**config.mk**
```make
export PLATFORM = sky130hd
export DESIGN_NAME = rgb_or_cmy_to_hsv_converter_unit
export DESIGN_NICKNAME = d
export VERILOG_FILES = /design/src/rcth_pkg.sv /design/src/rgb_or_cmy_to_hsv_converter_unit.sv /design/src/rcth_front.sv /design/src/rcth_fifo.sv /design/src/rcth_back.sv
export VERILOG_INCLUDE_DIRS = /design/src /design/src/src
export SDC_FILE = /design/constraint.sdc
export NUM_CORES = 2
export LEC_CHECK = 0
export BUFFER_PORTS_ARGS = -buffer_cell sky130_fd_sc_hd__buf_2
export CAP_MARGIN = 25
export CORE_ASPECT_RATIO = 1.2
export CORE_MARGIN = 5
export CORE_UTILIZATION = 58
export DETAILED_ROUTE_END_ITERATION = 6
export GPL_TIMING_DRIVEN = 0
export PLACE_DENSITY = 0.87
export SYNTH_ARGS = -nofsm -noshare
export SYNTH_HDL_FRONTEND = slang
export SYNTH_SLANG_ARGS = --single-unit
```
**constraint.sdc**
```tcl
create_clock -name clk_i -period 20.1 [get_ports clk_i]
set_clock_uncertainty 0.15 [all_clocks]
set_input_delay 4.02 -clock clk_i [delete_from_list [all_inputs] [get_ports clk_i]]
set_output_delay 4.02 -clock clk_i [all_outputs]
set_load 0.02 [all_outputs]
```
**src/rgb_or_cmy_to_hsv_converter_unit_assert.svh**
```systemverilog
// assertion macros shared by the converter rtl
`ifndef RGB_OR_CMY_TO_HSV_CONVERTER_UNIT_ASSERT_SVH
`define RGB_OR_CMY_TO_HSV_CONVERTER_UNIT_ASSERT_SVH

`ifndef SYNTH

// property holds at every clock edge outside reset
`define RCTH_ASSERT(lbl, clk, rstn, prop) \
  lbl: assert property (@(posedge clk) disable iff (!rstn) (prop)) \
    else $error("rcth: assertion failed");

// antecedent implies consequent in the same cycle
`define RCTH_ASSERT_IMPL(lbl, clk, rstn, ante, cons) \
  lbl: assert property (@(posedge clk) disable iff (!rstn) (ante) |-> (cons)) \
    else $error("rcth: implication failed");

// antecedent implies consequent in the next cycle
`define RCTH_ASSERT_NEXT(lbl, clk, rstn, ante, cons) \
  lbl: assert property (@(posedge clk) disable iff (!rstn) (ante) |=> (cons)) \
    else $error("rcth: next-cycle implication failed");

`else

`define RCTH_ASSERT(lbl, clk, rstn, prop)
`define RCTH_ASSERT_IMPL(lbl, clk, rstn, ante, cons)
`define RCTH_ASSERT_NEXT(lbl, clk, rstn, ante, cons)

`endif

`endif

```
**src/rcth_pkg.sv**
```systemverilog
`timescale 1ns / 1ps

package rcth_pkg;

  localparam int CompW   = 8;
  localparam int HueW    = 9;
  localparam int SatW    = 8;
  localparam int DenW    = 9;
  // 2*num + d, num < 360*d, d <= 255
  localparam int HueNumW = 18;
  // 510*d + max
  localparam int SatNumW = 17;

  localparam int QueueDepth = 4;
  localparam int QueuePtrW  = $clog2(QueueDepth);
  localparam int QueueCntW  = $clog2(QueueDepth + 1);

  localparam logic [HueW-1:0] HueWrap = 9'd360;

  typedef enum logic {
    CmdRgb = 1'b0,
    CmdCmy = 1'b1
  } cmd_e;

  // one classified pixel waiting for the dividers
  typedef struct packed {
    logic [HueNumW-1:0] hue_num;
    logic [DenW-1:0]    hue_den;
    logic [SatNumW-1:0] sat_num;
    logic [DenW-1:0]    sat_den;
    logic               hue_zero;
    logic               sat_zero;
    logic [CompW-1:0]   value;
    logic [CompW-1:0]   other_a;
    logic [CompW-1:0]   other_b;
    logic [CompW-1:0]   other_c;
  } rcth_work_t;

endpackage

```
**src/rgb_or_cmy_to_hsv_converter_unit.sv**
```systemverilog
`timescale 1ns / 1ps
// channel   direction  handshake          payload
// pixel     in         push / full        cmd_i, comp_a_i, comp_b_i, comp_c_i
// result    out        empty / pop        hue_o, saturation_o, value_o, other_a_o..other_c_o
//
// one pixel per clock sustained while the result side does not stall; from push to result
// a pixel passes the classify register and the queue, then nine restoring-division
// stages shared by hue and saturation
// a four-entry queue sits between classify and divide; each side stalls on its own
// a stalled result holds the whole divider pipeline; the queue and classify stage absorb it
// reset clears the valid flags, the queue count and the queue pointers only, no clearing pass

module rgb_or_cmy_to_hsv_converter_unit (
  input  logic                       clk_i,
  input  logic                       rst_ni,
  input  logic                       push,
  output logic                       full,
  input  logic                       cmd_i,
  input  logic [rcth_pkg::CompW-1:0] comp_a_i,
  input  logic [rcth_pkg::CompW-1:0] comp_b_i,
  input  logic [rcth_pkg::CompW-1:0] comp_c_i,
  output logic                       empty,
  input  logic                       pop,
  output logic [rcth_pkg::HueW-1:0]  hue_o,
  output logic [rcth_pkg::SatW-1:0]  saturation_o,
  output logic [rcth_pkg::CompW-1:0] value_o,
  output logic [rcth_pkg::CompW-1:0] other_a_o,
  output logic [rcth_pkg::CompW-1:0] other_b_o,
  output logic [rcth_pkg::CompW-1:0] other_c_o
);
  import rcth_pkg::*;

  logic       q_push, q_full, q_pop, q_empty;
  rcth_work_t q_in, q_head;

  rcth_front u_front (
    .clk_i    (clk_i),
    .rst_ni   (rst_ni),
    .push     (push),
    .full     (full),
    .cmd_i    (cmd_i),
    .comp_a_i (comp_a_i),
    .comp_b_i (comp_b_i),
    .comp_c_i (comp_c_i),
    .q_push_o (q_push),
    .q_work_o (q_in),
    .q_full_i (q_full)
  );

  rcth_fifo u_fifo (
    .clk_i   (clk_i),
    .rst_ni  (rst_ni),
    .push_i  (q_push),
    .data_i  (q_in),
    .full_o  (q_full),
    .pop_i   (q_pop),
    .data_o  (q_head),
    .empty_o (q_empty)
  );

  rcth_back u_back (
    .clk_i        (clk_i),
    .rst_ni       (rst_ni),
    .q_empty_i    (q_empty),
    .q_head_i     (q_head),
    .q_pop_o      (q_pop),
    .empty        (empty),
    .pop          (pop),
    .hue_o        (hue_o),
    .saturation_o (saturation_o),
    .value_o      (value_o),
    .other_a_o    (other_a_o),
    .other_b_o    (other_b_o),
    .other_c_o    (other_c_o)
  );

endmodule

```
**src/rcth_front.sv**
```systemverilog
`timescale 1ns / 1ps

module rcth_front (
  input  logic                     clk_i,
  input  logic                     rst_ni,
  input  logic                     push,
  output logic                     full,
  input  logic                     cmd_i,
  input  logic [rcth_pkg::CompW-1:0] comp_a_i,
  input  logic [rcth_pkg::CompW-1:0] comp_b_i,
  input  logic [rcth_pkg::CompW-1:0] comp_c_i,
  output logic                     q_push_o,
  output rcth_pkg::rcth_work_t     q_work_o,
  input  logic                     q_full_i
);
  import rcth_pkg::*;

  logic             f_valid_q, f_valid_d;
  rcth_work_t       f_work_q, f_work_d;
  logic             accept;
  logic [CompW-1:0] r, g, b, mx, mn, d;
  logic signed [19:0] rs, gs, bs, ds, num;

  assign full     = f_valid_q && q_full_i;
  assign accept   = push && !full;
  assign q_push_o = f_valid_q && !q_full_i;
  assign q_work_o = f_work_q;

  always_comb begin
    if (cmd_e'(cmd_i) == CmdCmy) begin
      r = ~comp_a_i;
      g = ~comp_b_i;
      b = ~comp_c_i;
    end else begin
      r = comp_a_i;
      g = comp_b_i;
      b = comp_c_i;
    end

    mx = r;
    if (g > mx) mx = g;
    if (b > mx) mx = b;
    mn = r;
    if (g < mn) mn = g;
    if (b < mn) mn = b;
    d = mx - mn;

    rs = signed'(20'(r));
    gs = signed'(20'(g));
    bs = signed'(20'(b));
    ds = signed'(20'(d));

    // sextant of the largest component, red wins ties over green over blue
    if (r == mx) begin
      num = 20'sd60 * (gs - bs);
      if (num < 0) num = num + 20'sd360 * ds;
    end else if (g == mx) begin
      num = 20'sd120 * ds + 20'sd60 * (bs - rs);
    end else begin
      num = 20'sd240 * ds + 20'sd60 * (rs - gs);
    end

    f_work_d.hue_num  = {num[HueNumW-2:0], 1'b0} + HueNumW'(d);
    f_work_d.hue_den  = {d, 1'b0};
    f_work_d.sat_num  = SatNumW'(d) * SatNumW'(510) + SatNumW'(mx);
    f_work_d.sat_den  = {mx, 1'b0};
    f_work_d.hue_zero = (d == '0);
    f_work_d.sat_zero = (mx == '0);
    f_work_d.value    = mx;
    f_work_d.other_a  = ~comp_a_i;
    f_work_d.other_b  = ~comp_b_i;
    f_work_d.other_c  = ~comp_c_i;
  end

  assign f_valid_d = accept || (f_valid_q && q_full_i);

  always_ff @(posedge clk_i or negedge rst_ni) begin
    if (!rst_ni) begin
      f_valid_q <= 1'b0;
    end else begin
      f_valid_q <= f_valid_d;
    end
  end

  always_ff @(posedge clk_i) begin
    if (accept) begin
      f_work_q <= f_work_d;
    end
  end

endmodule

```
**src/rcth_fifo.sv**
```systemverilog
`timescale 1ns / 1ps
`include "rgb_or_cmy_to_hsv_converter_unit_assert.svh"

module rcth_fifo (
  input  logic                 clk_i,
  input  logic                 rst_ni,
  input  logic                 push_i,
  input  rcth_pkg::rcth_work_t data_i,
  output logic                 full_o,
  input  logic                 pop_i,
  output rcth_pkg::rcth_work_t data_o,
  output logic                 empty_o
);
  import rcth_pkg::*;

  rcth_work_t           mem_q [QueueDepth];
  logic [QueuePtrW-1:0] wr_ptr_q, wr_ptr_d;
  logic [QueuePtrW-1:0] rd_ptr_q, rd_ptr_d;
  logic [QueueCntW-1:0] cnt_q, cnt_d;
  logic                 do_push, do_pop;

  assign full_o  = (cnt_q == QueueCntW'(QueueDepth));
  assign empty_o = (cnt_q == '0);
  assign data_o  = mem_q[rd_ptr_q];
  assign do_push = push_i && !full_o;
  assign do_pop  = pop_i && !empty_o;

  always_comb begin
    wr_ptr_d = wr_ptr_q;
    rd_ptr_d = rd_ptr_q;
    cnt_d    = cnt_q;
    if (do_push) begin
      wr_ptr_d = (wr_ptr_q == QueuePtrW'(QueueDepth - 1)) ? '0 : wr_ptr_q + 1'b1;
    end
    if (do_pop) begin
      rd_ptr_d = (rd_ptr_q == QueuePtrW'(QueueDepth - 1)) ? '0 : rd_ptr_q + 1'b1;
    end
    if (do_push && !do_pop) begin
      cnt_d = cnt_q + 1'b1;
    end else if (do_pop && !do_push) begin
      cnt_d = cnt_q - 1'b1;
    end
  end

  always_ff @(posedge clk_i or negedge rst_ni) begin
    if (!rst_ni) begin
      wr_ptr_q <= '0;
      rd_ptr_q <= '0;
      cnt_q    <= '0;
    end else begin
      wr_ptr_q <= wr_ptr_d;
      rd_ptr_q <= rd_ptr_d;
      cnt_q    <= cnt_d;
    end
  end

  always_ff @(posedge clk_i) begin
    if (do_push) begin
      mem_q[wr_ptr_q] <= data_i;
    end
  end

  `RCTH_ASSERT(a_cnt_range, clk_i, rst_ni, cnt_q <= QueueCntW'(QueueDepth))
  `RCTH_ASSERT_NEXT(a_cnt_inc, clk_i, rst_ni, do_push && !do_pop, cnt_q == $past(cnt_q) + 1'b1)
  `RCTH_ASSERT_NEXT(a_cnt_dec, clk_i, rst_ni, do_pop && !do_push, cnt_q == $past(cnt_q) - 1'b1)

endmodule

```
**src/rcth_back.sv**
```systemverilog
`timescale 1ns / 1ps
`include "rgb_or_cmy_to_hsv_converter_unit_assert.svh"

module rcth_back (
  input  logic                       clk_i,
  input  logic                       rst_ni,
  input  logic                       q_empty_i,
  input  rcth_pkg::rcth_work_t       q_head_i,
  output logic                       q_pop_o,
  output logic                       empty,
  input  logic                       pop,
  output logic [rcth_pkg::HueW-1:0]  hue_o,
  output logic [rcth_pkg::SatW-1:0]  saturation_o,
  output logic [rcth_pkg::CompW-1:0] value_o,
  output logic [rcth_pkg::CompW-1:0] other_a_o,
  output logic [rcth_pkg::CompW-1:0] other_b_o,
  output logic [rcth_pkg::CompW-1:0] other_c_o
);
  import rcth_pkg::*;

  typedef struct packed {
    rcth_work_t      work;
    logic [HueW-1:0] hue_q;
    logic [SatW-1:0] sat_q;
  } stage_t;

  localparam int NumStages = HueW;

  stage_t pipe_q  [NumStages];
  stage_t stage_d [NumStages];
  logic [NumStages-1:0] valid_q;
  logic advance;

  // single enable for the whole divider pipeline
  assign advance = !valid_q[NumStages-1] || pop;
  assign q_pop_o = advance && !q_empty_i;
  assign empty   = !valid_q[NumStages-1];

  // restoring division, one quotient bit of hue and of saturation per stage, msb first
  for (genvar s = 0; s < NumStages; s++) begin : g_stage
    localparam int Hb = NumStages - 1 - s;
    stage_t             cur;
    logic [HueNumW-1:0] hue_div;
    logic [SatNumW-1:0] sat_div;
    logic               hue_bit, sat_bit;

    if (s == 0) begin : g_first
      assign cur = '{work: q_head_i, hue_q: '0, sat_q: '0};
    end else begin : g_next
      assign cur = pipe_q[s-1];
    end

    assign hue_div = HueNumW'(cur.work.hue_den) << Hb;
    assign sat_div = SatNumW'(cur.work.sat_den) << Hb;
    assign hue_bit = (cur.work.hue_num >= hue_div);
    assign sat_bit = (cur.work.sat_num >= sat_div);

    always_comb begin
      stage_d[s] = cur;
      if (hue_bit) stage_d[s].work.hue_num = cur.work.hue_num - hue_div;
      if (sat_bit) stage_d[s].work.sat_num = cur.work.sat_num - sat_div;
      stage_d[s].hue_q = {cur.hue_q[HueW-2:0], hue_bit};
      // saturation never exceeds 255, so its top bit falls off harmlessly
      stage_d[s].sat_q = {cur.sat_q[SatW-2:0], sat_bit};
      if (s == NumStages - 1) begin
        if (stage_d[s].hue_q >= HueWrap) stage_d[s].hue_q = stage_d[s].hue_q - HueWrap;
        if (cur.work.hue_zero) stage_d[s].hue_q = '0;
        if (cur.work.sat_zero) stage_d[s].sat_q = '0;
      end
    end
  end

  always_ff @(posedge clk_i or negedge rst_ni) begin
    if (!rst_ni) begin
      valid_q <= '0;
    end else if (advance) begin
      valid_q <= {valid_q[NumStages-2:0], !q_empty_i};
    end
  end

  always_ff @(posedge clk_i) begin
    if (advance) begin
      for (int i = 0; i < NumStages; i++) begin
        pipe_q[i] <= stage_d[i];
      end
    end
  end

  assign hue_o        = pipe_q[NumStages-1].hue_q;
  assign saturation_o = pipe_q[NumStages-1].sat_q;
  assign value_o      = pipe_q[NumStages-1].work.value;
  assign other_a_o    = pipe_q[NumStages-1].work.other_a;
  assign other_b_o    = pipe_q[NumStages-1].work.other_b;
  assign other_c_o    = pipe_q[NumStages-1].work.other_c;

  `RCTH_ASSERT_IMPL(a_hue_range, clk_i, rst_ni, !empty, hue_o < HueWrap)
  `RCTH_ASSERT_IMPL(a_black_sat, clk_i, rst_ni, !empty && value_o == '0, saturation_o == '0)
  `RCTH_ASSERT_IMPL(a_black_hue, clk_i, rst_ni, !empty && value_o == '0, hue_o == '0)

endmodule
```
Yosys cells after proc, flatten, opt, wreduce, memory -nomap -nowiden --
Memories as Yosys holds them, arrays and structs flattened. Index checks and enable logic that the tools add are counted.
Cells by class: equal/unequal tests 5, magnitude comparators 24, multipliers 7, muxes and demuxes 39, $add $sub $neg 32, reductions and logical operators 20, bitwise logic cells 3
Operators with widths (count):
- $mux W17 | 12
- $mux W18 | 9
- $mux W8 | 8
- $mul A5 B20 Y15 const A | 2
- $add A17 B17 Y17 | 2
- $sub A8 B8 Y9 | 3
- $mul A4 B8 Y12 const A | 2
- $not A8 Y8 | 3
- $add A18 B8 Y18 | 1
- $ge A18 B10 Y1 | 1
- $ge A18 B11 Y1 | 1
- $ge A18 B12 Y1 | 1
- $ge A18 B13 Y1 | 1
- $ge A18 B14 Y1 | 1
- $ge A18 B15 Y1 | 1
- $ge A18 B16 Y1 | 1
- $ge A18 B17 Y1 | 1
- $ge A18 B9 Y1 | 1
- $mux W9 | 2
- $sub A18 B10 Y18 | 1
- $sub A18 B11 Y18 | 1
- $sub A18 B12 Y18 | 1
- $sub A18 B13 Y18 | 1
- $sub A18 B14 Y18 | 1
- other kinds (48) | 72
Storage, ports and cells: output and inout port bits 51, logic and storage cells 146, input bits 29, memory bits (writable) 1276, memories kept 2, bits in registers 94
Memories:
- u_back.pipe_q | words 9, width 104, rd ports 9, clocked after memory_dff 0, write ports 9, line rcth_back.sv:29 | stage_t pipe_q [NumStages];
- u_fifo.mem_q | words 4, width 85, rd ports 1, clocked after memory_dff 0, write ports 1, line rcth_fifo.sv:16 | rcth_work_t mem_q [QueueDepth];

Longest topological paths before layout --
word-level depth 12, gate-level depth with buffers 58, mapped depth without buffers 49

By module --
From an unflattened synthesis, not the netlist that was laid out.
Unflattened totals: cell total of the unflattened synthesis 4562, area total of the unflattened synthesis 62665.1 µm²
By module, submodules not included:
- rcth_back | seq. area each 24518.5 µm², area an instance 35029.8 µm², times used 1, cells each 2405
- rcth_front | seq. area each 2217.1 µm², area an instance 14650.3 µm², times used 1, cells each 1665
- rcth_fifo | seq. area each 10625.2 µm², area an instance 12985.0 µm², times used 1, cells each 492

Least setup slack after synthesis --
OpenSTA, ideal clock, no wires.
path type input to register, start point in pop, end point reg u_back.valid_q[1], setup time 172 ps, required time 19778 ps, stages 3, path slack -5931 ps, arrival time 25709 ps, path buffers 1, path through nand2b_1 > clkbuf_1 > mux2_2
On the way: longest elaborated chain between the ends 1
RTL lines:
- from (decl) | line rgb_or_cmy_to_hsv_converter_unit.sv:23 | input logic pop,
- $logic_or A1 B1 Y1 | line rcth_back.sv:35 | assign advance = !valid_q[NumStages-1] || pop;
- to (signal assigned) | line rcth_back.sv:77 | valid_q <= {valid_q[NumStages-2:0], !q_empty_i};
- to (decl) | line rcth_back.sv:31 | logic [NumStages-1:0] valid_q;
No other way between the ends. A chain may end at the register's enable or synchronous reset.

==> metrics <==
Hold Path Sink=u_back.pipe_q[0][322]; critical path peak fanout=10; worst-case hold slack=0.265 ns; largest net degree at the start of global routing=between 100 and 150; worst r2r src=u_fifo.rd_ptr_q[1]; detailed-placement wirelength estimate=roughly 81 mm; hold_sp=u_back.pipe_q[0][217]; Worst path max stage delay=0.72 ns; RSZ-0062 raised after global routing=false; DRC=0; Hold Buf Count CTS=0; outcome=finished clean; total CTS buffers=95; global placement routability congestion=0.947; cells after synthesis=about 4000; Setup Crit Path Kind=in2reg; DIE HEIGHT=347 µm; synthesized flop and latch total=1080; M3 GR Usage=2.92%; area leader, netlist=edfxtp_1; PortBufs=73; Slew HR=about a fifth; Initial Utilization=58.5%; area occupied by multi-input gates=20500 µm²; # Post-CTS Setup Buffers=0; mapped cell area=54900 µm²; Synth area leaders=edfxtp_1, ha_1, fa_1; GR Overflow Total=0; Layout Nets=4763; Slowest-stage cell, CP=xor2_1; syn nets=4570; Final Cell Area=60300 µm²; post-DR wirelength/cell=21.8 µm; TritonCTS clock tree=yes; Detail Route Antenna Nets=0; root buf cell=clkbuf_16; first-pass GRT wire length=190 mm; share of the synthesized area in the top cell type=just under 60%; # Max-Cap Violations=0; Initial DRT Pass Iterations=6; period utilization=95.5%; Total Wirelength=around 120 mm; Worst R2R Path Depth=16; EDFF count, synth=1063; Die W=~290 µm; met2 GRT Util=44.1%; CP endpoint kind=flop; dpl cell area=57300 µm²; Worst setup SP type=input port; Ys Warns=0; Vias=33400; Hold Path Depth=0; GRT Overall Usage=23.7%; clk slew on worst S/H paths=0.07 ns; worst-margin pin slew=1.19 ns; Clock Tree Buf Depth=3; area of the die=101000 µm²; most frequent cells in the layout=edfxtp_1, inv_1, ha_1, a21oi_1, nor2_1; max-slew violation count=0; met1 GRT Util=25.9%; vias per cell=5.98; post-layout min period=between 15 and 20 ns; Ports=80; register area=approximately 32000 µm²; depth of the CTS H-tree=3; post_cts resized=0; fmax=0.0521 GHz; distinct cell type count after synthesis=89; Finished Core Util=64.2%; setup violators final=0; Fin. Hold Viols=0; setup_tns=0 ns; gr busiest metal=met2; drt initial violations=2995; Avg Cell Area, Syn=13.5 µm²; Area Overhead vs Synth=9.78%; Seq/Total Area, Yosys=58.9%; Worst Path Required=20.37 ns; Primary FF master, synth=edfxtp_1; layout cells sized above 1=8.82%; # fillers=6305; CTS Sinks=1080; critical path data arrival time=19.45 ns; vias in the first global route=~35000; Rows=123; core box area=between 90000 and 100000 µm²; initial antenna violation count=1; Hold WC Path Type=reg2reg; Worst-Skew Late Latency=0.68 ns; FFs w/ async S/R, synth=1.57%; FF-to-FF setup slack=approximately 14 ns; commonest non-fill, non-tap cell in the layout=edfxtp_1; worst r2r dst=u_back.pipe_q[0][75]
stage by stage:
stage                     std cells  setup slack [ns]
after floorplan                4062              3.68
after global placement         5385             0.349
after detailed placement       5403             0.318
after CTS                      5575             0.881
after global routing           5581             0.133
final                          5581             0.914
synth_stat cells, types with 51 or more instances:
master / number
a21o_1: 102
inv_1: 459
nand2b_1: 71
nor2_1: 224
mux2i_1: 61
xnor2_1: 206
xor2_1: 155
o21ai_0: 148
nor2b_1: 71
nand2_1: 169
fa_1: 105
mux4_2: 69
nor3_1: 51
ha_1: 374
a21oi_1: 235
edfxtp_1: 1063
area by class of cell:
cell class              instances  share of cell area [%]
inverters                     461                    2.87
multi-input cells            2447                    34.1
diodes                          1                 0.00415
plain buffers                  74                   0.542
clock inverters                56                   0.816
flip-flops and latches       1080                    53.7
repair buffers                 96                    1.35
well taps                    1250                    2.59
clock buffers                 116                    4.07
routing by layer:
layer  wire length, µm  part of all wire [%]  up-vias
met1             41800                    34    16300
met2             64900                    53     1518
met5                 0                     0        -
met4              8130                   6.7        0
li1                  -                     -    15100
met3              6630                   5.5      469
cell families (layout without fill, tap and decap cells):
logic type      after synthesis  count (layout)  synth area share (%)
other cells                   0               1                     0
xor+xnor                    363             363                  5.84
buf+inv                     535             803                  3.73
compound gates              652             652                  7.31
mux                         164             164                  4.67
flops                      1080            1080                  58.9
simple gates                783             783                  7.08
fa+ha+maj                   485             485                  12.5
worst max-delay path: cells and delay by family:
| kind | cells | cell delay (ns) |
|---|---|---|
| buf+inv | 16 | 4.31 |
| xor+xnor | 4 | 1.81 |
| simple gates | 8 | 2.16 |
| fa+ha+maj | 8 | 3.55 |
| mux | 2 | 0.64 |
| compound gates | 13 | 2.89 |
how the worst max path moves through the flow:
stage / start / depth (start not counted) / slack, ns / to
global route: cmd_i / 51 / 0.13 / u_front.q_work_o[86]
global placement: cmd_i / 55 / 0.35 / u_front.q_work_o[86]
floorplan: cmd_i / 53 / 3.68 / u_front.q_work_o[86]
finish: cmd_i / 51 / 0.91 / u_front.q_work_o[59]
detailed placement: cmd_i / 51 / 0.32 / u_front.q_work_o[86]
CTS: cmd_i / 51 / 0.88 / u_front.q_work_o[59]
sequential cells by signal (all words and copies together), names as in the netlist:
register and flops:
u_back.pipe_q 698, u_back.valid_q 9, u_fifo.cnt_q 3, u_fifo.mem_q 292
u_fifo.rd_ptr_q 2, u_fifo.wr_ptr_q 2, u_front.f_valid_q 1, u_front.q_work_o 73
Power is left out: the tool's default activity adds up to more than one toggle a clock period on the data nets, which glitch-free logic cannot reach.
